`src/rtl/jsu_pkg.sv`:
```
package jsu_pkg;

   // One byte of the JSON text as it arrives.
   typedef struct packed {
      logic [7:0] in_byte;
      logic       final_req;
   } req_payload_type;

   // One decoded result.
   typedef struct packed {
      logic [7:0] out_byte;
      logic [1:0] kind;
      logic [3:0] error_code;
      logic       last;
   } rsp_payload_type;

   // Scanner modes.
   typedef enum logic [3:0] {
      MODE_IDLE   = 4'd0,
      MODE_STR    = 4'd1,
      MODE_ESC    = 4'd2,
      MODE_HEX1   = 4'd3,
      MODE_HIGH   = 4'd4,
      MODE_HIGHBS = 4'd5,
      MODE_HEX2   = 4'd6
   } scan_mode_type;

   // Result kinds.
   localparam logic [1:0] KIND_DATA   = 2'd0;
   localparam logic [1:0] KIND_CLOSED = 2'd1;
   localparam logic [1:0] KIND_ERROR  = 2'd2;

   // Error codes.
   localparam logic [3:0] ERR_NONE        = 4'd0;
   localparam logic [3:0] ERR_ESC_AT_END  = 4'd1;
   localparam logic [3:0] ERR_UNKNOWN_ESC = 4'd2;
   localparam logic [3:0] ERR_CONTROL     = 4'd3;
   localparam logic [3:0] ERR_UNCLOSED    = 4'd4;
   localparam logic [3:0] ERR_SHORT_HEX   = 4'd5;
   localparam logic [3:0] ERR_BAD_HEX     = 4'd6;
   localparam logic [3:0] ERR_LONE_LOW    = 4'd7;
   localparam logic [3:0] ERR_BAD_LOW     = 4'd8;
   localparam logic [3:0] ERR_NO_QUOTE    = 4'd9;

   // Characters of interest.
   localparam logic [7:0] CH_QUOTE  = 8'h22;
   localparam logic [7:0] CH_BSLASH = 8'h5C;
   localparam logic [7:0] CH_SLASH  = 8'h2F;
   localparam logic [7:0] CH_LOW_B  = 8'h62;
   localparam logic [7:0] CH_LOW_F  = 8'h66;
   localparam logic [7:0] CH_LOW_N  = 8'h6E;
   localparam logic [7:0] CH_LOW_R  = 8'h72;
   localparam logic [7:0] CH_LOW_T  = 8'h74;
   localparam logic [7:0] CH_LOW_U  = 8'h75;
   localparam logic [7:0] CH_SPACE  = 8'h20;

   // Control characters produced by the simple escapes.
   localparam logic [7:0] CH_BACKSPACE = 8'h08;
   localparam logic [7:0] CH_FORMFEED  = 8'h0C;
   localparam logic [7:0] CH_NEWLINE   = 8'h0A;
   localparam logic [7:0] CH_RETURN    = 8'h0D;
   localparam logic [7:0] CH_TAB       = 8'h09;

   // Depth of the response buffer, the most responses one request makes.
   localparam int RSP_DEPTH = 4;

endpackage

```
`src/rtl/json_string_unescape_utf8_top.sv`:
```
// JSON string unescaper. Feed the bytes of a JSON string literal, opening quote
// first, one per request; set final_req on the last byte available. Each request
// yields zero to four responses: decoded UTF-8 data bytes, a closed response at
// the closing quote, or a single error response, after which the block waits for
// a new opening quote. The last flag marks the final response of a request. A
// request's responses appear in the cycle after it is accepted and are drained
// from a four-entry response buffer, one per cycle while rsp_ready is high. A
// request that makes at most one response is taken every cycle while rsp_ready is
// high; one that makes more holds off the next request while the buffer drains,
// so only multi-byte UTF-8 output and surrogate flushes slow the input.
module json_string_unescape_utf8_top (
   input  logic                     clock,
   input  logic                     reset,
   input  logic                     req_valid,
   output logic                     req_ready,
   input  jsu_pkg::req_payload_type req_data,
   output logic                     rsp_valid,
   input  logic                     rsp_ready,
   output jsu_pkg::rsp_payload_type rsp_data
);
   import jsu_pkg::*;

   // Scanner state.
   scan_mode_type mode_ff, mode_in;
   logic [15:0]   acc_ff, acc_in;
   logic [1:0]    cnt_ff, cnt_in;
   logic [9:0]    high_ff, high_in;

   // Response buffer.
   rsp_payload_type slot_ff [RSP_DEPTH];
   rsp_payload_type slot_in [RSP_DEPTH];
   logic [2:0]      count_ff, count_in;

   // Decode intermediates.
   logic            accept, pop;
   logic [7:0]      b;
   logic            fin;
   logic [3:0]      err;
   logic            do_str, do_esc;
   logic            u_en;
   logic [20:0]     u_cp;
   logic            x_en;
   logic [1:0]      x_kind;
   logic [7:0]      x_byte;
   logic [3:0]      hex_val;
   logic            hex_ok;
   logic [15:0]     new_acc;
   logic [10:0]     plane;
   logic [7:0]      ub [RSP_DEPTH];
   logic [2:0]      un;
   logic [2:0]      n_res;
   rsp_payload_type list [RSP_DEPTH];

   // Handshake: take a request when the buffer empties by this edge.
   assign pop       = rsp_valid & rsp_ready;
   assign req_ready = (count_ff == 3'd0) || ((count_ff == 3'd1) && rsp_ready);
   assign accept    = req_valid & req_ready;
   assign rsp_valid = (count_ff != 3'd0);
   assign rsp_data  = slot_ff[0];

   assign b   = req_data.in_byte;
   assign fin = req_data.final_req;

   // Hex digit decode.
   always_comb begin
      hex_ok  = 1'b1;
      hex_val = 4'd0;
      if ((b >= 8'h30) && (b <= 8'h39)) begin
         hex_val = b[3:0];
      end else if (((b >= 8'h61) && (b <= 8'h66)) || ((b >= 8'h41) && (b <= 8'h46))) begin
         hex_val = 4'(b[3:0] + 4'd9);
      end else begin
         hex_ok = 1'b0;
      end
   end

   assign new_acc = {acc_ff[11:0], hex_val};
   assign plane   = 11'({1'b0, high_ff} + 11'h040);

   // Scanner next state and the code point or byte this request emits.
   always_comb begin
      mode_in = mode_ff;
      acc_in  = acc_ff;
      cnt_in  = cnt_ff;
      high_in = high_ff;
      err     = ERR_NONE;
      do_str  = 1'b0;
      do_esc  = 1'b0;
      u_en    = 1'b0;
      u_cp    = 21'd0;
      x_en    = 1'b0;
      x_kind  = KIND_DATA;
      x_byte  = 8'd0;

      case (mode_ff)
         MODE_STR: begin
            do_str = 1'b1;
         end
         MODE_ESC: begin
            do_esc = 1'b1;
         end
         MODE_HEX1, MODE_HEX2: begin
            if (!hex_ok) begin
               err = ERR_BAD_HEX;
            end else begin
               acc_in = new_acc;
               if (cnt_ff != 2'd3) begin
                  cnt_in = 2'(cnt_ff + 2'd1);
               end else begin
                  cnt_in = 2'd0;
                  if (mode_ff == MODE_HEX1) begin
                     if (new_acc[15:10] == 6'b110111) begin
                        err = ERR_LONE_LOW;
                     end else if (new_acc[15:10] == 6'b110110) begin
                        high_in = new_acc[9:0];
                        mode_in = MODE_HIGH;
                     end else begin
                        u_en    = 1'b1;
                        u_cp    = {5'd0, new_acc};
                        mode_in = MODE_STR;
                     end
                  end else begin
                     // Second half of a surrogate pair joins into one code point.
                     if (new_acc[15:10] == 6'b110111) begin
                        u_en    = 1'b1;
                        u_cp    = {plane[10:0], new_acc[9:0]};
                        high_in = 10'd0;
                        mode_in = MODE_STR;
                     end else begin
                        err = ERR_BAD_LOW;
                     end
                  end
               end
            end
         end
         MODE_HIGH: begin
            if (b == CH_BSLASH) begin
               mode_in = MODE_HIGHBS;
            end else begin
               // Unpaired high surrogate is flushed as its own code point.
               u_en    = 1'b1;
               u_cp    = {5'd0, 6'b110110, high_ff};
               high_in = 10'd0;
               do_str  = 1'b1;
            end
         end
         MODE_HIGHBS: begin
            if (b == CH_LOW_U) begin
               mode_in = MODE_HEX2;
               acc_in  = 16'd0;
               cnt_in  = 2'd0;
            end else begin
               u_en    = 1'b1;
               u_cp    = {5'd0, 6'b110110, high_ff};
               high_in = 10'd0;
               do_esc  = 1'b1;
            end
         end
         default: begin
            if (b == CH_QUOTE) begin
               mode_in = MODE_STR;
            end else begin
               err = ERR_NO_QUOTE;
            end
         end
      endcase

      // A plain string byte.
      if (do_str) begin
         if (b == CH_QUOTE) begin
            x_en    = 1'b1;
            x_kind  = KIND_CLOSED;
            mode_in = MODE_IDLE;
         end else if (b == CH_BSLASH) begin
            mode_in = MODE_ESC;
         end else if (b < CH_SPACE) begin
            err = ERR_CONTROL;
         end else begin
            x_en    = 1'b1;
            x_byte  = b;
            mode_in = MODE_STR;
         end
      end

      // The character after a backslash.
      if (do_esc) begin
         mode_in = MODE_STR;
         x_en    = 1'b1;
         case (b)
            CH_QUOTE:  x_byte = CH_QUOTE;
            CH_BSLASH: x_byte = CH_BSLASH;
            CH_SLASH:  x_byte = CH_SLASH;
            CH_LOW_B:  x_byte = CH_BACKSPACE;
            CH_LOW_F:  x_byte = CH_FORMFEED;
            CH_LOW_N:  x_byte = CH_NEWLINE;
            CH_LOW_R:  x_byte = CH_RETURN;
            CH_LOW_T:  x_byte = CH_TAB;
            CH_LOW_U: begin
               x_en    = 1'b0;
               mode_in = MODE_HEX1;
               acc_in  = 16'd0;
               cnt_in  = 2'd0;
            end
            default: begin
               x_en    = 1'b0;
               mode_in = mode_ff;
               err     = ERR_UNKNOWN_ESC;
            end
         endcase
      end

      // Input ran out in the middle of a string.
      if ((err == ERR_NONE) && fin) begin
         case (mode_in)
            MODE_STR, MODE_HIGH:    err = ERR_UNCLOSED;
            MODE_ESC, MODE_HIGHBS:  err = ERR_ESC_AT_END;
            MODE_HEX1, MODE_HEX2:   err = ERR_SHORT_HEX;
            default:                err = ERR_NONE;
         endcase
      end

      // Errors and a closed string both return the scanner to its idle state.
      if ((err != ERR_NONE) || (mode_in == MODE_IDLE)) begin
         mode_in = MODE_IDLE;
         acc_in  = 16'd0;
         cnt_in  = 2'd0;
         high_in = 10'd0;
      end
   end

   // UTF-8 encoding of the emitted code point.
   always_comb begin
      for (int i = 0; i < RSP_DEPTH; i++) begin
         ub[i] = 8'd0;
      end
      un = 3'd0;
      if (u_en) begin
         if (u_cp < 21'h80) begin
            ub[0] = u_cp[7:0];
            un    = 3'd1;
         end else if (u_cp < 21'h800) begin
            ub[0] = {3'b110, u_cp[10:6]};
            ub[1] = {2'b10, u_cp[5:0]};
            un    = 3'd2;
         end else if (u_cp < 21'h10000) begin
            ub[0] = {4'b1110, u_cp[15:12]};
            ub[1] = {2'b10, u_cp[11:6]};
            ub[2] = {2'b10, u_cp[5:0]};
            un    = 3'd3;
         end else begin
            ub[0] = {5'b11110, u_cp[20:18]};
            ub[1] = {2'b10, u_cp[17:12]};
            ub[2] = {2'b10, u_cp[11:6]};
            ub[3] = {2'b10, u_cp[5:0]};
            un    = 3'd4;
         end
      end
   end

   // Assemble the responses of this request.
   always_comb begin
      for (int i = 0; i < RSP_DEPTH; i++) begin
         list[i] = '0;
      end
      if (err != ERR_NONE) begin
         list[0].kind       = KIND_ERROR;
         list[0].error_code = err;
         list[0].last       = 1'b1;
         n_res              = 3'd1;
      end else begin
         n_res = 3'(un + {2'd0, x_en});
         for (int i = 0; i < RSP_DEPTH; i++) begin
            if (3'(i) < un) begin
               list[i].out_byte = ub[i];
               list[i].kind     = KIND_DATA;
            end else if ((3'(i) == un) && x_en) begin
               list[i].out_byte = x_byte;
               list[i].kind     = x_kind;
            end
            list[i].last = (3'(i + 1) == n_res);
         end
      end
   end

   // Response buffer: load on a new request, otherwise shift out one per pop.
   always_comb begin
      count_in = count_ff;
      for (int i = 0; i < RSP_DEPTH; i++) begin
         slot_in[i] = slot_ff[i];
      end
      if (accept) begin
         count_in = n_res;
         for (int i = 0; i < RSP_DEPTH; i++) begin
            slot_in[i] = list[i];
         end
      end else if (pop) begin
         count_in = 3'(count_ff - 3'd1);
         for (int i = 0; i < RSP_DEPTH - 1; i++) begin
            slot_in[i] = slot_ff[i + 1];
         end
      end
   end

   // Control registers.
   always_ff @(posedge clock) begin
      if (reset) begin
         mode_ff  <= MODE_IDLE;
         acc_ff   <= 16'd0;
         cnt_ff   <= 2'd0;
         high_ff  <= 10'd0;
         count_ff <= 3'd0;
      end else begin
         count_ff <= count_in;
         if (accept) begin
            mode_ff <= mode_in;
            acc_ff  <= acc_in;
            cnt_ff  <= cnt_in;
            high_ff <= high_in;
         end
      end
   end

   // Response payload registers.
   always_ff @(posedge clock) begin
      for (int i = 0; i < RSP_DEPTH; i++) begin
         slot_ff[i] <= slot_in[i];
      end
   end

endmodule

```
`config.mk`:
```
export PLATFORM = sky130hd
export DESIGN_NAME = json_string_unescape_utf8_top
export DESIGN_NICKNAME = d
export VERILOG_FILES = /design/src/rtl/jsu_pkg.sv /design/src/rtl/json_string_unescape_utf8_top.sv
export SDC_FILE = /design/constraint.sdc
export NUM_CORES = 1
export LEC_CHECK = 0
export BUFFER_PORTS_ARGS = -buffer_cell sky130_fd_sc_hd__buf_2
export CAP_MARGIN = 20
export CORE_MARGIN = 2
export CORE_UTILIZATION = 47
export CTS_CLUSTER_DIAMETER = 60
export DETAILED_ROUTE_END_ITERATION = 8
export GPL_TIMING_DRIVEN = 0
export SYNTH_ARGS = -nofsm -noshare
export SYNTH_HDL_FRONTEND = slang
export SYNTH_SLANG_ARGS = --single-unit
```
`constraint.sdc`:
```
create_clock -name clock -period 4.8 [get_ports clock]
set_input_delay 0.96 -clock clock [delete_from_list [all_inputs] [get_ports clock]]
set_output_delay 0.96 -clock clock [all_outputs]
set_load 0.005 [all_outputs]
```
* Word level (Yosys, flattened, before mapping)
Memory sizes are Yosys's and may differ from the RTL's.
Cells that the tools add are included.
** Storage, ports and cells
- Register bits after elaboration :: 35
- Bits in latches :: 0
- Bits in writable memories :: 60
- Memory bits (read-only) :: 0
- Input bits :: 13
- Output and inout port bits :: 17
- Logic and storage cells :: 224
- Memories :: 1
** Memories
- slot_ff :: depth 4, width 15, read ports 4, clocked after memory_dff 0, write ports 4, line json_string_unescape_utf8_top.sv:30 : rsp_payload_type slot_ff [RSP_DEPTH];
** Cells by class
- Add/sub/neg operators :: 5
- $mul :: 0
- Div/mod/pow operators :: 0
- $lt $le $gt $ge :: 14
- Equality and inequality tests :: 39
- Shifts and indexed selects :: 0
- Muxes and demuxes :: 129
- Bitwise gates (word level) :: 2
- Reductions and logical operators :: 29
** Operator list (count)
- $mux 10 :: 18
- $mux 16 :: 11
- $mux 4 :: 29
- $mux 21 :: 5
- $mux 24 :: 4
- $mux 45 :: 2
- $mux 8 :: 8
- $pmux 8 s8 :: 1
- $pmux 21 s3 :: 1
- $eq 8x7->1 const B :: 7
- $mux 32 :: 1
- $pmux 16 s2 :: 1
- $pmux 10 s3 :: 1
- $mux 3 :: 9
- $eq 4x3->1 const B :: 6
- $mux 11 :: 2
- $lt 21x12->1 const B :: 1
- $lt 21x17->1 const B :: 1
- $lt 21x8->1 const B :: 1
- $mux 1 :: 20
- $eq 4x2->1 const B :: 4
- $eq 8x6->1 const B :: 2
- $ge 8x7->1 const B :: 2
- $le 8x7->1 const B :: 2
- 40 further kinds :: 79

* Logic depth before layout (Yosys ltp)
Gate-level depths: netlist of run 1.
- Depth after elaboration :: 22
- Gate-level depth with buffers :: 17
- Mapped depth without buffers :: 15

* Worst setup path after synthesis of run 1
No wires, ideal clock.
- Kind :: input to register
- From :: in req_data[1] (netlist bit)
- To :: mem slot_ff[0][0] (netlist bit), data pin
- Library setup time :: 0.152 ns
- Data arrival time :: 3.898 ns
- Data required time :: 4.648 ns
- Setup slack :: 0.750 ns
- Cell stages on the path :: 16
- Buffers on the path :: 2
- Path through :: inv_1 -> ha_1 -> or3b_1 -> and3_1 -> buf_2 -> o21ai_2 -> nor4_1 -> a211oi_2 -> buf_4 -> or2_2 -> a21oi_1 -> ha_1 -> ha_1 -> xnor2_1 -> nand3b_1 -> a31oi_1
** RTL lines
- start, declared :: line json_string_unescape_utf8_top.sv:16 : input jsu_pkg::req_payload_type req_data,
- end, declared :: line json_string_unescape_utf8_top.sv:30

==> results.md, run 1 <==
Outcome:
- The flow ran to the end, and the final reports show no timing, DRC or antenna violations.

Global route:
- The initial antenna violation count is 0.
- The via count of the first global-routing pass is 4,502.
- The total overflow left after global routing is 0.
- The global-route total usage across every layer is 0.273.
- The first-pass GRT wire length is 24.4 mm.
- The maximum number of pins on one net before global-route repair is 26.

Worst setup path:
- Together, buffers and inverters on the worst path number 4.
- The gate family responsible for the most delay along the worst path is simple AND/OR/NAND/NOR gates.
- The standard cell with the maximum stage delay on the critical path is nor4_2.
- The signal on the critical path passes through buf_2 > buf_2 > nor4b_4 > and3_1 > buf_2 > o21ai_2 > nor4_2 > buf_2 > or2_2 > a21oi_1 > ha_1 > ha_1 > xnor2_1 > nand3b_1 > a31oi_1.
- The nature of the critical path endpoint is a flop.
- The startpoint type of the worst setup path is an input port.
- The most numerous cell type found on the critical path is buf_2.
- The endpoint identified for the worst register-to-register timing path is slot_ff[0][0]$_DFFE_PP_.
- The worst register-to-register path has a setup slack of ~0.73 ns.
- For the worst setup path, the data required time is approximately 5 ns.
- The start of the worst register-to-register path is acc_ff[9]$_SDFFE_PP0P_.
- At the worst endpoint, the arrival time is around 4.7 ns.
- In this run the worst path has a maximum fanout of 10.
- In this run the worst setup path begins at req_data[8].
- The type of the worst setup path is in2reg.
- The delay contributed by the slowest stage of the critical path is between 0.7 and 0.8 ns.
- The number of cell instances on the worst register-to-register path is 14.

Detailed routing:
- The total via count after detailed routing is 4,786.
- After detailed routing, the total wire length is roughly 15 mm.
- The pre-antenna-repair detailed-routing pass consisted of 5 iterations.
- The final routed DRC violation total is 0.
- In this run, the number of DRC markers left after iteration 0 of detailed routing was between 400 and 500.
- After detailed routing, the average wire length per cell comes to about 21 µm.
- The post-detailed-route via-to-cell ratio is 6.57.
- The number of nets still failing antenna checks after routing is 0.

STA:
- In the finished design, the share of the clock period the worst path needs comes to 0.940.
- At the pin with the least slew margin, the transition time is 1.04 ns.
- The worst pin sits at a relative slew slack of 0.306.
- The top achievable clock speed is 222 MHz.
- Setup repair after global routing left no endpoint under its margin.
- The final critical path time including I/O delays and setup is 4.51 ns.
- The worst setup skew after layout is 0.0109 ns.
- Setup violations remaining at the end of the flow were counted as 0.
- The final number of max-transition violations came to 0.
- The final worst slack is 0.290 ns.
- The final hold violation count was 0.

Synthesis:
- Of the synthesized area, sequential elements account for 0.388.
- The count of different cell masters after synthesis is 82.
- In this run, synthesis produced a sequential element count of 76.
- Synthesis produced a netlist whose cell count is around 550.
- In this run, synthesis inferred 45 flip-flops with an integrated enable.
- The top cell type's share of synthesized area is 0.266.
- The number of synthesis warnings is 0.
- The main flop type after synthesis is edfxtp_1.
- The biggest area contributor in the post-synthesis netlist is edfxtp_1.
- When the netlist entered floorplanning its net count stood at 573.
- The post-synthesis cell area is just over 0.005 mm².
- In the synthesized netlist the async set-or-reset flop fraction comes to 0.
- By area the synthesized netlist is led by edfxtp_1, dfxtp_1, a22o_1.
- The average instance area after synthesis is 9.28 µm².

Pwr:
- Of the total power, registers draw 0.474.
- The internal portion of the total power is ~1.5 mW.
- VDD sags by at most roughly 0.26 mV.
- The leakage power total is around 2.1 nW.
- The share of total power dissipated in combinational logic is 0.282.
- The relative contribution of the clock network to total power is 0.244.
- The switching power share of the total is 0.321.
- The areal power density over the cells is 381 mW/mm².
- Summed over all nets, the switching power comes to 0.688 mW.

Clocking:
- The insertion delay of the later-clocked pin in the worst-skew pair is 0.36 ns.
- In this run the clock root is driven by a clkbuf_8.
- TritonCTS built the clock tree.
- The number of gates given a new drive strength after cts is 0.
- The clock-pin slew on the worst setup and hold paths is roughly 0.090 ns.
- The count of hold buffers inserted by post-cts repair is 0.
- The H-tree generated during clock tree synthesis spans 3 levels.
- In this run the post-CTS setup repair buffer count came out at 0.
- Clock tree synthesis inserted a total of 9 buffers.
- For this design, the sink count on the clock tree is 76.
- The maximum count of clock buffers along a single path is 2.

Placed design:
- The worst slack at placement is -0.0141 ns.
- Port buffering added 27 buffers.
- Detailed placement finished with a half-perimeter wire length of 11.7 mm.
- The final RePlAce weighted congestion is 0.973.

Run:
- The count of max-cap constraint violations is 0.

Layout:
- The number of nets at the end of the flow is 612.
- The area added between synthesis and finish is 10.8%.
- Measured on the finished design, the core utilization comes to 0.541.
- 0 antenna diodes ended up in the layout.
- The layout cell share with drive strength beyond 1 is 0.160.

Min path:
- The number of cells traversed by the worst hold path is 1.
- The start point of the worst min-delay path is cnt_ff[1]$_SDFFE_PP0P_.
- The endpoint of the worst hold path is cnt_ff[1]$_SDFFE_PP0P_.
- In this run the worst hold path is classified as reg2reg.

Die:
- The die width is 108 µm.
- The floorplan step set the die height to 108 µm.
- The standard cell core area is 0.0104 mm².
- The placement row count is 37.
- For this configuration, the core starts out at a cell density of 0.488.
- During I/O placement, the number of pins put on the boundary was 30.
- The die area is 0.0117 mm².
[cells in the mapped netlist, types with 3 or more instances]
cell	n
mux2i_1	8
dfxtp_1	31
inv_1	17
a211oi_1	3
nor2b_1	5
a21oi_1	23
or2_2	4
a22o_1	36
xnor2_1	6
o221ai_1	3
o21bai_1	3
nand3b_1	5
a22oi_1	8
o31ai_1	13
clkbuf_1	13
nor2_1	34
nand2_1	63
o21ai_0	31
o22ai_1	11
nor3_1	16
edfxtp_1	45
buf_4	4
a32oi_1	4
nand3_1	16
and2_1	13
and4b_1	4
o311ai_0	3
a32o_1	13
nand4b_1	4
o211ai_1	5
and3_1	5
buf_2	14
nand4_1	3
a31oi_1	4
ha_1	12
nor4_1	7
[area by class of cell]
class                           instances  area [µm²]
Buffer                                 34         161
Tap cell                              136         170
Inverter                               18        67.6
Clock inverter                          6        70.1
Fill cell                            1006        4780
Clock buffer                           10         138
Multi-Input combinational cell        420        2890
Sequential cell                        76        1970
Timing Repair Buffer                   28         163
[cells in the final DEF, fill, tap and decap left out, types with 3 or more instances in the layout]
cell	count
o21ai_0	31
nand4_1	3
o22ai_1	11
buf_2	41
a21oi_1	23
ha_1	12
clkbuf_1	13
edfxtp_1	45
buf_4	4
and3_1	5
a22o_1	36
or2_2	4
a211oi_1	3
nand3_1	16
o311ai_0	3
nand4b_1	4
xnor2_1	6
nor2b_1	5
o21bai_1	3
o31ai_1	13
nand3b_1	5
nor3_1	16
dfxtp_1	31
a22oi_1	7
nor4_1	7
nor2_1	33
and2_1	13
o221ai_1	3
mux2i_1	8
clkbuf_8	10
nand2_1	63
inv_1	17
a32oi_1	4
a32o_1	13
a31oi_1	4
and4b_1	4
o211ai_1	5
[worst max-delay path by stage]
stage | endpoint | slack (ns) | cells after the start
floorplan | slot_ff[0][0]$_DFFE_PP_ | 0.75 | 16
global placement | slot_ff[0][0]$_DFFE_PP_ | 0.0002 | 16
detailed placement | slot_ff[0][0]$_DFFE_PP_ | -0.01 | 15
CTS | slot_ff[0][0]$_DFFE_PP_ | 0.35 | 16
global route | slot_ff[0][0]$_DFFE_PP_ | 0.03 | 15
finish | slot_ff[0][0]$_DFFE_PP_ | 0.29 | 15
[per-stage QoR]
step | cells | TNS, ns | power (mW) | cell area (µm²) | hold WS [ns]
6_report | 728 | 0 | 2.14 | 5630 | 0.504
5_1_grt | 728 | 0 | 2.26 | 5630 | 0.517
4_1_cts | 728 | 0 | 2.15 | 5620 | 0.505
3_5_place_dp | 712 | -0.0141 | 1.64 | 5420 | 0.481
3_3_place_gp | 711 | 0 | 1.60 | 5390 | 0.469
2_1_floorplan | 548 | 0 | 1.40 | 5080 | 0.453
[power by group through the flow]
stage | Sequential [mW] | Clock [mW] | Combinational, mW
2_1_floorplan | 1.03 | 0 | 0.365
3_3_place_gp | 1.03 | 0 | 0.564
6_report | 1.02 | 0.523 | 0.604
5_1_grt | 1.04 | 0.547 | 0.675
3_5_place_dp | 1.03 | 0 | 0.602
4_1_cts | 1.02 | 0.525 | 0.605
[kinds of logic (layout without fill, tap and decap cells)]
kind of cell | Yosys count | count (layout) | synth area share
flip-flops | 76 | 76 | 0.388
multiplexers | 8 | 8 | 0.0158
AND/OR/NAND/NOR | 203 | 203 | 0.226
buffers and inverters | 52 | 96 | 0.0450
adder cells (fa/ha/maj) | 12 | 12 | 0.0295
AO/OA/AOI/OAI | 189 | 189 | 0.282
XOR/XNOR | 8 | 8 | 0.0138
[per-layer routing]
layer,track usage,share of wire
met1,0.366,0.44
met2,0.448,0.47
met3,0.0494,0.064
met4,0.0842,0.025
met5,0,0
[state kept, by name (all words and copies together), names as in the netlist]
register and cells:
count_ff 3, high_ff 10, slot_ff 45, acc_ff 12
mode_ff 4, cnt_ff 2
Power figures use the tool's default switching activity.
==> run 2, diff against run 1 <==
--- a/config.mk
+++ b/config.mk
@@ -5,12 +5,12 @@
 export SDC_FILE = /design/constraint.sdc
 export NUM_CORES = 1
 export LEC_CHECK = 0
-export BUFFER_PORTS_ARGS = -buffer_cell sky130_fd_sc_hd__buf_2
 export CAP_MARGIN = 20
 export CORE_MARGIN = 2
 export CORE_UTILIZATION = 47
 export CTS_CLUSTER_DIAMETER = 60
 export DETAILED_ROUTE_END_ITERATION = 8
+export DONT_BUFFER_PORTS = 1
 export GPL_TIMING_DRIVEN = 0
 export SYNTH_ARGS = -nofsm -noshare
 export SYNTH_HDL_FRONTEND = slang
==> run 2 against run 1 <==
Effect of this change:
- utilization shrank 1.7 points
- critical path depth is the same
- non-clock buffer count shrank 27
- sequential power is essentially flat
- count of clock-buffer cells in the layout grew 3
- critical path type unchanged
- critical endpoint unchanged
- largest cell class unchanged
==> results.md, run 2 (synthesis results as in run 1) <==
Outcome:
- The flow ran to the end, and the final reports show no timing, DRC or antenna violations.

Layout:
- The non-filler instance count after layout is 700 (-3.8%).
- The leading cell type in the layout, fill and taps excluded is nand2_1.
- The sequential cell area in the final layout is 0.00197 mm² (unchanged).
- The antenna diode instance count is 0 (unchanged).
- Compared with the post-synthesis result, the final layout area differs by 7.31%.
- In the final layout, the registers with the most flip-flops are slot_ff (45), acc_ff (12), high_ff (10).
- The largest register by flop count is slot_ff.
- The count of fill cells added during filler insertion was 1,005 (-0.099%).
- The multi-input combinational cell area was 0.00288 mm² (-0.26%).
- In the layout the commonest cells are nand2_1, edfxtp_1, a22o_1.
- The final standard cell utilization of the core came to 0.524 (-0.0169).
- The number of nets at the end of the flow is 585 (-4.4%).
- The final instance area is 0.00546 mm² (-3.1%).
- The layout cell share with drive strength beyond 1 came to 0.112 (-0.0488).
- The flip-flop count of the largest register, all copies and words added was 45 (unchanged).

Global route:
- The first-pass GRT wire length is 24.1 mm (-1.2%).
- The maximum number of pins on one net before global-route repair is 25 (-3.8%).
- The initial antenna violation count is 0 (unchanged).
- The sum of overflow across all layers after global routing is 0 (unchanged).
- The via count of the first global-routing pass is 4,412 (-2.0%).
- The global-route total usage across every layer is 0.269 (-0.00391).

Placed design:
- The worst slack at placement is 0.115 ns (+0.129 ns).
- The number of instances in the placed design is 685 (-3.8%).
- The half-perimeter wire length after placement is 11.6 mm (-1.6%).
- The placed cell area is 0.00528 mm² (-2.5%).
- The number of buffers added on ports is 0 (-100%).
- The final RePlAce weighted congestion is 0.975 (+0.15%).

Worst setup path:
- The startpoint identified for the worst register-to-register timing path is acc_ff[9]$_SDFFE_PP0P_.
- In this design, the critical path's most frequently occurring cell is ha_1.
- The flop-to-flop setup slack is 0.75 ns (+0.02 ns).
- The type of the worst setup path is in2reg.
- The startpoint type of the worst setup path is an input port.
- The gate family responsible for the most delay along the worst path is simple AND/OR/NAND/NOR gates.
- The signal arrival time at the worst endpoint is 4.59 ns (-0.12 ns).
- The signal on the critical path passes through inv_1 > ha_1 > or3b_1 > and3_1 > buf_2 > o221ai_1 > nor2_1 > clkbuf_1 > nor2_1 > a21oi_1 > ha_1 > ha_1 > xnor2_1 > nand3b_1 > a31oi_1.
- The worst setup path is captured at a flop.
- The data required time of the worst path is 5.00 ns (about the same).
- The count of buffer and inverter cells on the critical path came to 3 (-1).
- In this run the critical register-to-register path is captured at slot_ff[0][0]$_DFFE_PP_.
- The biggest fanout along the worst timing path was 10 (unchanged).
- The delay contributed by the slowest stage of the critical path is 0.47 ns (-0.30 ns).
- The number of cell instances on the worst register-to-register path is 14 (unchanged).
- The slowest stage of the critical path belongs to the cell nor2_1.

Run:
- The count of max-cap constraint violations is 0 (unchanged).

STA:
- The final worst slack is 0.407 ns (+0.117 ns).
- The final critical path time including I/O delays and setup was 4.39 ns (-0.117 ns).
- The final hold violation count is 0 (unchanged).
- The final setup violation count is 0 (unchanged).
- The headroom to the max-slew limit is 0.354 (+0.0477).
- The final number of max-transition violations was 0 (unchanged).
- The final hold slack is 0.499 ns (-0.00586 ns).
- The total negative setup slack is 0 ns (unchanged).
- The top achievable clock speed is 228 MHz (+2.7%).
- The worst setup skew after layout is 0.00905 ns (-0.00180 ns).
- The slew of the pin with the lowest slew margin came to 0.969 ns (-0.0715 ns).
- Setup repair after global routing left no endpoint under its margin.
- The portion of the clock cycle consumed by the worst path in the final layout was 0.915 (-0.0244).

Pwr:
- The areal power density over the cells came to 365 mW/mm² (-4.2%).
- The leakage power total was 1.93 nW (-6.2%).
- The maximum vdd ir drop was 0.222 mV (-15%).
- The sum of internal, switching and leakage power is 1.99 mW (-7.2%).

Min path:
- The path with the worst hold slack has its endpoint at cnt_ff[1]$_SDFFE_PP0P_.
- The number of cells traversed by the worst hold path was 1 (unchanged).
- The path class of the lowest-slack min-delay path is reg2reg.
- The start point of the worst min-delay path is cnt_ff[1]$_SDFFE_PP0P_.

Clocking:
- The number of clock sinks seen by CTS is 76 (unchanged).
- The number of buffers created by CTS is 9 (unchanged).
- The maximum count of clock buffers along a single path is 2 (unchanged).
- The number of levels in the clock H-tree is 3 (unchanged).
- The insertion delay of the later-clocked pin in the worst-skew pair is 0.36 ns (about the same).
- TritonCTS built the clock tree.
- The post-CTS setup buffer count is 0 (unchanged).
- The clock-pin slew on the worst setup and hold paths is 0.07 ns (-0.02 ns).
- The clock tree root driver cell is clkbuf_8.
- The count of hold buffers inserted by post-cts repair came to 0 (unchanged).
- The number of gates given a new drive strength after cts is 0 (unchanged).

Detailed routing:
- The average detailed-routed wire length per instance is 21.6 µm (+1.8%).
- The post-detailed-route via-to-cell ratio was 6.62 (+0.76%).
- The routed wire length on met2 came to 7.12 mm (-1.8%).
- The met1 routed wirelength after detailed routing is 6.71 mm (-1.3%).
- The number of DRC markers in iteration 0 is 335 (-26%).
- The wire length on met3 was 994 µm (+0.40%).
- The total detailed-routing wirelength is 15.1 mm (-2.2%).
- The number of nets still failing antenna checks after routing is 0 (unchanged).
- The final routed DRC violation total came to 0 (unchanged).
- The total via count after detailed routing is 4,637 (-3.1%).
- The detailed-router iteration count before antenna repair is 5 (unchanged).
- Routed signal wires occupy layers up through met4.

Die:
- The die width is 108 µm (unchanged).
- The number of top-level pins is 30 (unchanged).
- The placement row count is 37 (unchanged).
- The standard cell core area came to 0.0104 mm² (unchanged).
- The vertical extent of the die is 108 µm (unchanged).
- The starting density of the core was 0.488 (unchanged).
- The die area was 0.0117 mm² (unchanged).
-- run 2: cell count changes in the layout (fill, tap and decap cells not counted), moves of 2 or more --
cell,before,now
inv_6,2,0
clkinv_4,2,0
buf_2,41,14
clkbuf_1,13,15
-- run 2: layout make-up --
| class | count | share of cell area |
|---|---|---|
| clock inverter | 2 | 0.00183 |
| buffer | 34 | 0.0296 |
| timing repair buffer | 1 | 0.00505 |
| inverter | 18 | 0.0124 |
| multi-input combinational | 420 | 0.528 |
| tap | 136 | 0.0312 |
| sequential | 76 | 0.361 |
| clock buffer | 13 | 0.0300 |
-- run 2: layer usage --
layer  track usage  up-vias
met4        0.0797        0
met3        0.0488       24
met1         0.365     2236
li1              -     2169
met5             0        -
met2         0.438      208
-- run 2: where the power goes --
group	leakage (nW)	switching [mW]	internal, mW
sequential	0.702	0.0696	0.968
clock	0.0918	0.227	0.221
combinational	1.14	0.324	0.180
-- run 2: worst max-delay path by stage --
stage | from | cells past startpoint | slack [ns] | end
4_1_cts | req_data[1] | 15 | 0.49 | slot_ff[0][0]$_DFFE_PP_
6_report | req_data[1] | 15 | 0.41 | slot_ff[0][0]$_DFFE_PP_
2_1_floorplan | req_data[1] | 16 | 0.75 | slot_ff[0][0]$_DFFE_PP_
3_3_place_gp | req_data[1] | 15 | 0.16 | slot_ff[0][0]$_DFFE_PP_
5_1_grt | req_data[1] | 15 | 0.08 | slot_ff[0][0]$_DFFE_PP_
3_5_place_dp | req_data[1] | 15 | 0.11 | slot_ff[0][0]$_DFFE_PP_
==> run 3, diff against run 2 <==
--- a/config.mk
+++ b/config.mk
@@ -12,6 +12,7 @@
 export DETAILED_ROUTE_END_ITERATION = 8
 export DONT_BUFFER_PORTS = 1
 export GPL_TIMING_DRIVEN = 0
+export PLACE_DENSITY_LB_ADDON = 0.25
 export SYNTH_ARGS = -nofsm -noshare
 export SYNTH_HDL_FRONTEND = slang
 export SYNTH_SLANG_ARGS = --single-unit
==> run 3 against run 2 <==
Effect of this change:
- count of clock-buffer cells in the layout shrank 3
- wire length up 0.23%
- utilization up 0.34 points
- critical path depth did not move
- non-clock buffer count stayed put
- maximum frequency is 1.5% lower
- largest power group unchanged
- first-iteration DRC count rose by 29%
- sequential share of layout area down 0.23 points
==> results.md, run 3 (synthesis results as in run 1) <==
Pwr:
- The maximum vdd ir drop is 0.259 mV (+17%).
- The areal power density over the cells is 377 mW/mm² (+3.2%).
- The leakage power total came to 1.95 nW (+1.0%).

Die:
- The vertical extent of the die is 108 µm (unchanged).
- The starting density of the core is 0.488 (unchanged).
- The number of top-level pins came to 30 (unchanged).
- The placement row count is 37 (unchanged).
- The die width is 108 µm (unchanged).
- The die area is 0.0117 mm² (unchanged).
- The standard cell core area was 0.0104 mm² (unchanged).

Clocking:
- The number of buffers created by CTS is 9 (unchanged).
- The insertion delay of the later-clocked pin in the worst-skew pair came to 0.37 ns (about the same).
- The maximum count of clock buffers along a single path is 2 (unchanged).
- The clock tree from TritonCTS is done.
- The tree is rooted in a clkbuf_8.
- The number of clock sinks seen by CTS is 76 (unchanged).
- The count of hold buffers inserted by post-cts repair is 0 (unchanged).
- The number of levels in the clock H-tree is 3 (unchanged).
- The number of gates given a new drive strength after cts is 0 (unchanged).
- The post-CTS setup buffer count was 0 (unchanged).
- The clock-pin slew on the worst setup and hold paths came to 0.08 ns (about the same).

STA:
- The top achievable clock speed is 224 MHz (-1.5%).
- The final critical path time including I/O delays and setup is 4.46 ns (+0.0653 ns).
- The final hold violation count is 0 (unchanged).
- The slew of the pin with the lowest slew margin was 1.04 ns (+0.0694 ns).
- The portion of the clock cycle consumed by the worst path in the final layout is 0.929 (+0.0136).
- The final number of max-transition violations is 0 (unchanged).
- Setup repair after global routing left no endpoint under its margin.
- The headroom to the max-slew limit is 0.299 (-0.0550).
- The worst setup skew after layout is 0.0133 ns (+0.00424 ns).
- The final setup violation count is 0 (unchanged).
- The total negative setup slack was 0 ns (unchanged).

Layout:
- The largest registers in the layout are slot_ff (45), acc_ff (12), high_ff (10).
- The flip-flop count of the largest register, all copies and words added is 45 (unchanged).
- Leaving out fill and tap cells, the most frequent cells in the layout are nand2_1, edfxtp_1, a22o_1.
- The leading cell type in the layout, fill and taps excluded is nand2_1.
- The sequential cell area in the final layout is 0.00197 mm² (unchanged).
- From synthesis to final layout, the design area changed by 8.00%.
- The final standard cell utilization of the core is 0.527 (+0.00336).
- The layout cell share with drive strength beyond 1 was 0.117 (+0.00511).
- The count of fill cells added during filler insertion is 965 (-4.0%).
- The number of nets at the end of the flow is 585 (unchanged).
- The multi-input combinational cell area is 0.00288 mm² (unchanged).
- The antenna diode instance count came to 0 (unchanged).
- The largest register by flop count is slot_ff.

Worst setup path:
- The number of cell instances on the worst register-to-register path was 14 (unchanged).
- The type of the worst setup path is in2reg.
- The startpoint type of the worst setup path is an input port.
- The signal arrival time at the worst endpoint is 4.67 ns (+0.08 ns).
- The biggest fanout along the worst timing path is 10 (unchanged).
- In this run the critical register-to-register path is captured at slot_ff[0][0]$_DFFE_PP_.
- The flop-to-flop setup slack was 0.73 ns (-0.02 ns).
- The source of the critical timing path is req_data[1].
- The most critical setup path has its endpoint at slot_ff[0][0]$_DFFE_PP_.
- The worst setup path is captured at a flop.
- In this run the critical register-to-register path is launched from acc_ff[9]$_SDFFE_PP0P_.
- The data required time of the worst path is 5.01 ns (about the same).

Detailed routing:
- The final routed DRC violation total was 0 (unchanged).
- The post-detailed-route via-to-cell ratio is 6.72 (+1.5%).
- The total detailed-routing wirelength came to 15.1 mm (+0.23%).
- The average detailed-routed wire length per instance is 21.6 µm (about the same).
- The detailed-router iteration count before antenna repair came to 5 (unchanged).
- The number of DRC markers in iteration 0 is 433 (+29%).
- The total via count after detailed routing is 4,713 (+1.6%).
- The number of nets still failing antenna checks after routing is 0 (unchanged).

Global route:
- The sum of overflow across all layers after global routing is 0 (unchanged).
- The maximum number of pins on one net before global-route repair is 24 (-4.0%).
- The first-pass GRT wire length is 24.3 mm (+0.69%).
- The global-route total usage across every layer came to 0.271 (+0.00221).
- The via count of the first global-routing pass is 4,343 (-1.6%).
- The initial antenna violation count is 0 (unchanged).

Placed design:
- The half-perimeter wire length after placement is 11.6 mm (+0.19%).
- The final RePlAce weighted congestion came to 0.990 (+1.6%).
- The number of buffers added on ports is 0 (unchanged).

Outcome:
- The flow ran to the end, and the final reports show no timing, DRC or antenna violations.

Min path:
- The path class of the tightest hold or removal check is reg2reg.

Run:
- The count of max-cap constraint violations came to 0 (unchanged).
-- run 3: cell types whose count changed in the layout (fill, tap and decap cells not counted) --
| cell | previous run | this run |
|---|---|---|
| clkbuf_1 | 15 | 13 |
| bufinv_16 | 0 | 1 |
| clkbuf_4 | 1 | 0 |
| clkinv_2 | 2 | 3 |
| clkinv_4 | 0 | 1 |
| inv_4 | 0 | 1 |
-- run 3: layer usage --
metal,track usage,routed length (µm)
met1,0.368,6610
met2,0.431,6980
met3,0.0494,1040
met4,0.102,499
met5,0,0
-- run 3: final cells by class --
cell class / instances / share of cell area
Buffer: 34 / 0.0294
Clock buffer: 10 / 0.0271
Clock inverter: 6 / 0.0109
Inverter: 18 / 0.0123
Multi-Input combinational cell: 420 / 0.525
Sequential cell: 76 / 0.359
Tap cell: 136 / 0.0310
Timing Repair Buffer: 1 / 0.00501
-- run 3: worst min path at each step --
stage | startpoint | endpoint | cells past startpoint
floorplan | cnt_ff[1]$_SDFFE_PP0P_ | cnt_ff[1]$_SDFFE_PP0P_ | 1
global placement | cnt_ff[1]$_SDFFE_PP0P_ | cnt_ff[1]$_SDFFE_PP0P_ | 1
detailed placement | cnt_ff[1]$_SDFFE_PP0P_ | cnt_ff[1]$_SDFFE_PP0P_ | 1
CTS | cnt_ff[1]$_SDFFE_PP0P_ | cnt_ff[1]$_SDFFE_PP0P_ | 1
global route | cnt_ff[1]$_SDFFE_PP0P_ | cnt_ff[1]$_SDFFE_PP0P_ | 1
finish | cnt_ff[1]$_SDFFE_PP0P_ | cnt_ff[1]$_SDFFE_PP0P_ | 1
-- run 3: power by group --
part           switching [mW]  total (mW)  internal [mW]
registers              0.0692        1.04          0.968
clock network           0.251       0.521          0.270
logic                   0.328       0.509          0.182
total                   0.648        2.07           1.42
-- run 3: critical path: stages --
cell,delay [ns]
inv_1,0.11
ha_1,0.20
or3b_1,0.39
and3_1,0.17
buf_2,0.17
o221ai_1,0.48
nor2_1,0.19
clkbuf_1,0.25
nor2_1,0.47
a21oi_1,0.16
ha_1,0.24
ha_1,0.19
xnor2_1,0.34
nand3b_1,0.15
a31oi_1,0.18
-- run 3: stage by stage --
stage                     hold WS [ns]  cells  worst slack [ns]  cell area [µm²]  power, mW
after global placement           0.469    684            0.0924             5250       1.51
after CTS                        0.496    701             0.450             5490       2.07
final                            0.497    701             0.342             5490       2.07
after global routing             0.530    701             0.129             5490       2.18
after floorplan                  0.453    548             0.750             5080       1.40
after detailed placement         0.473    685            0.0990             5280       1.57
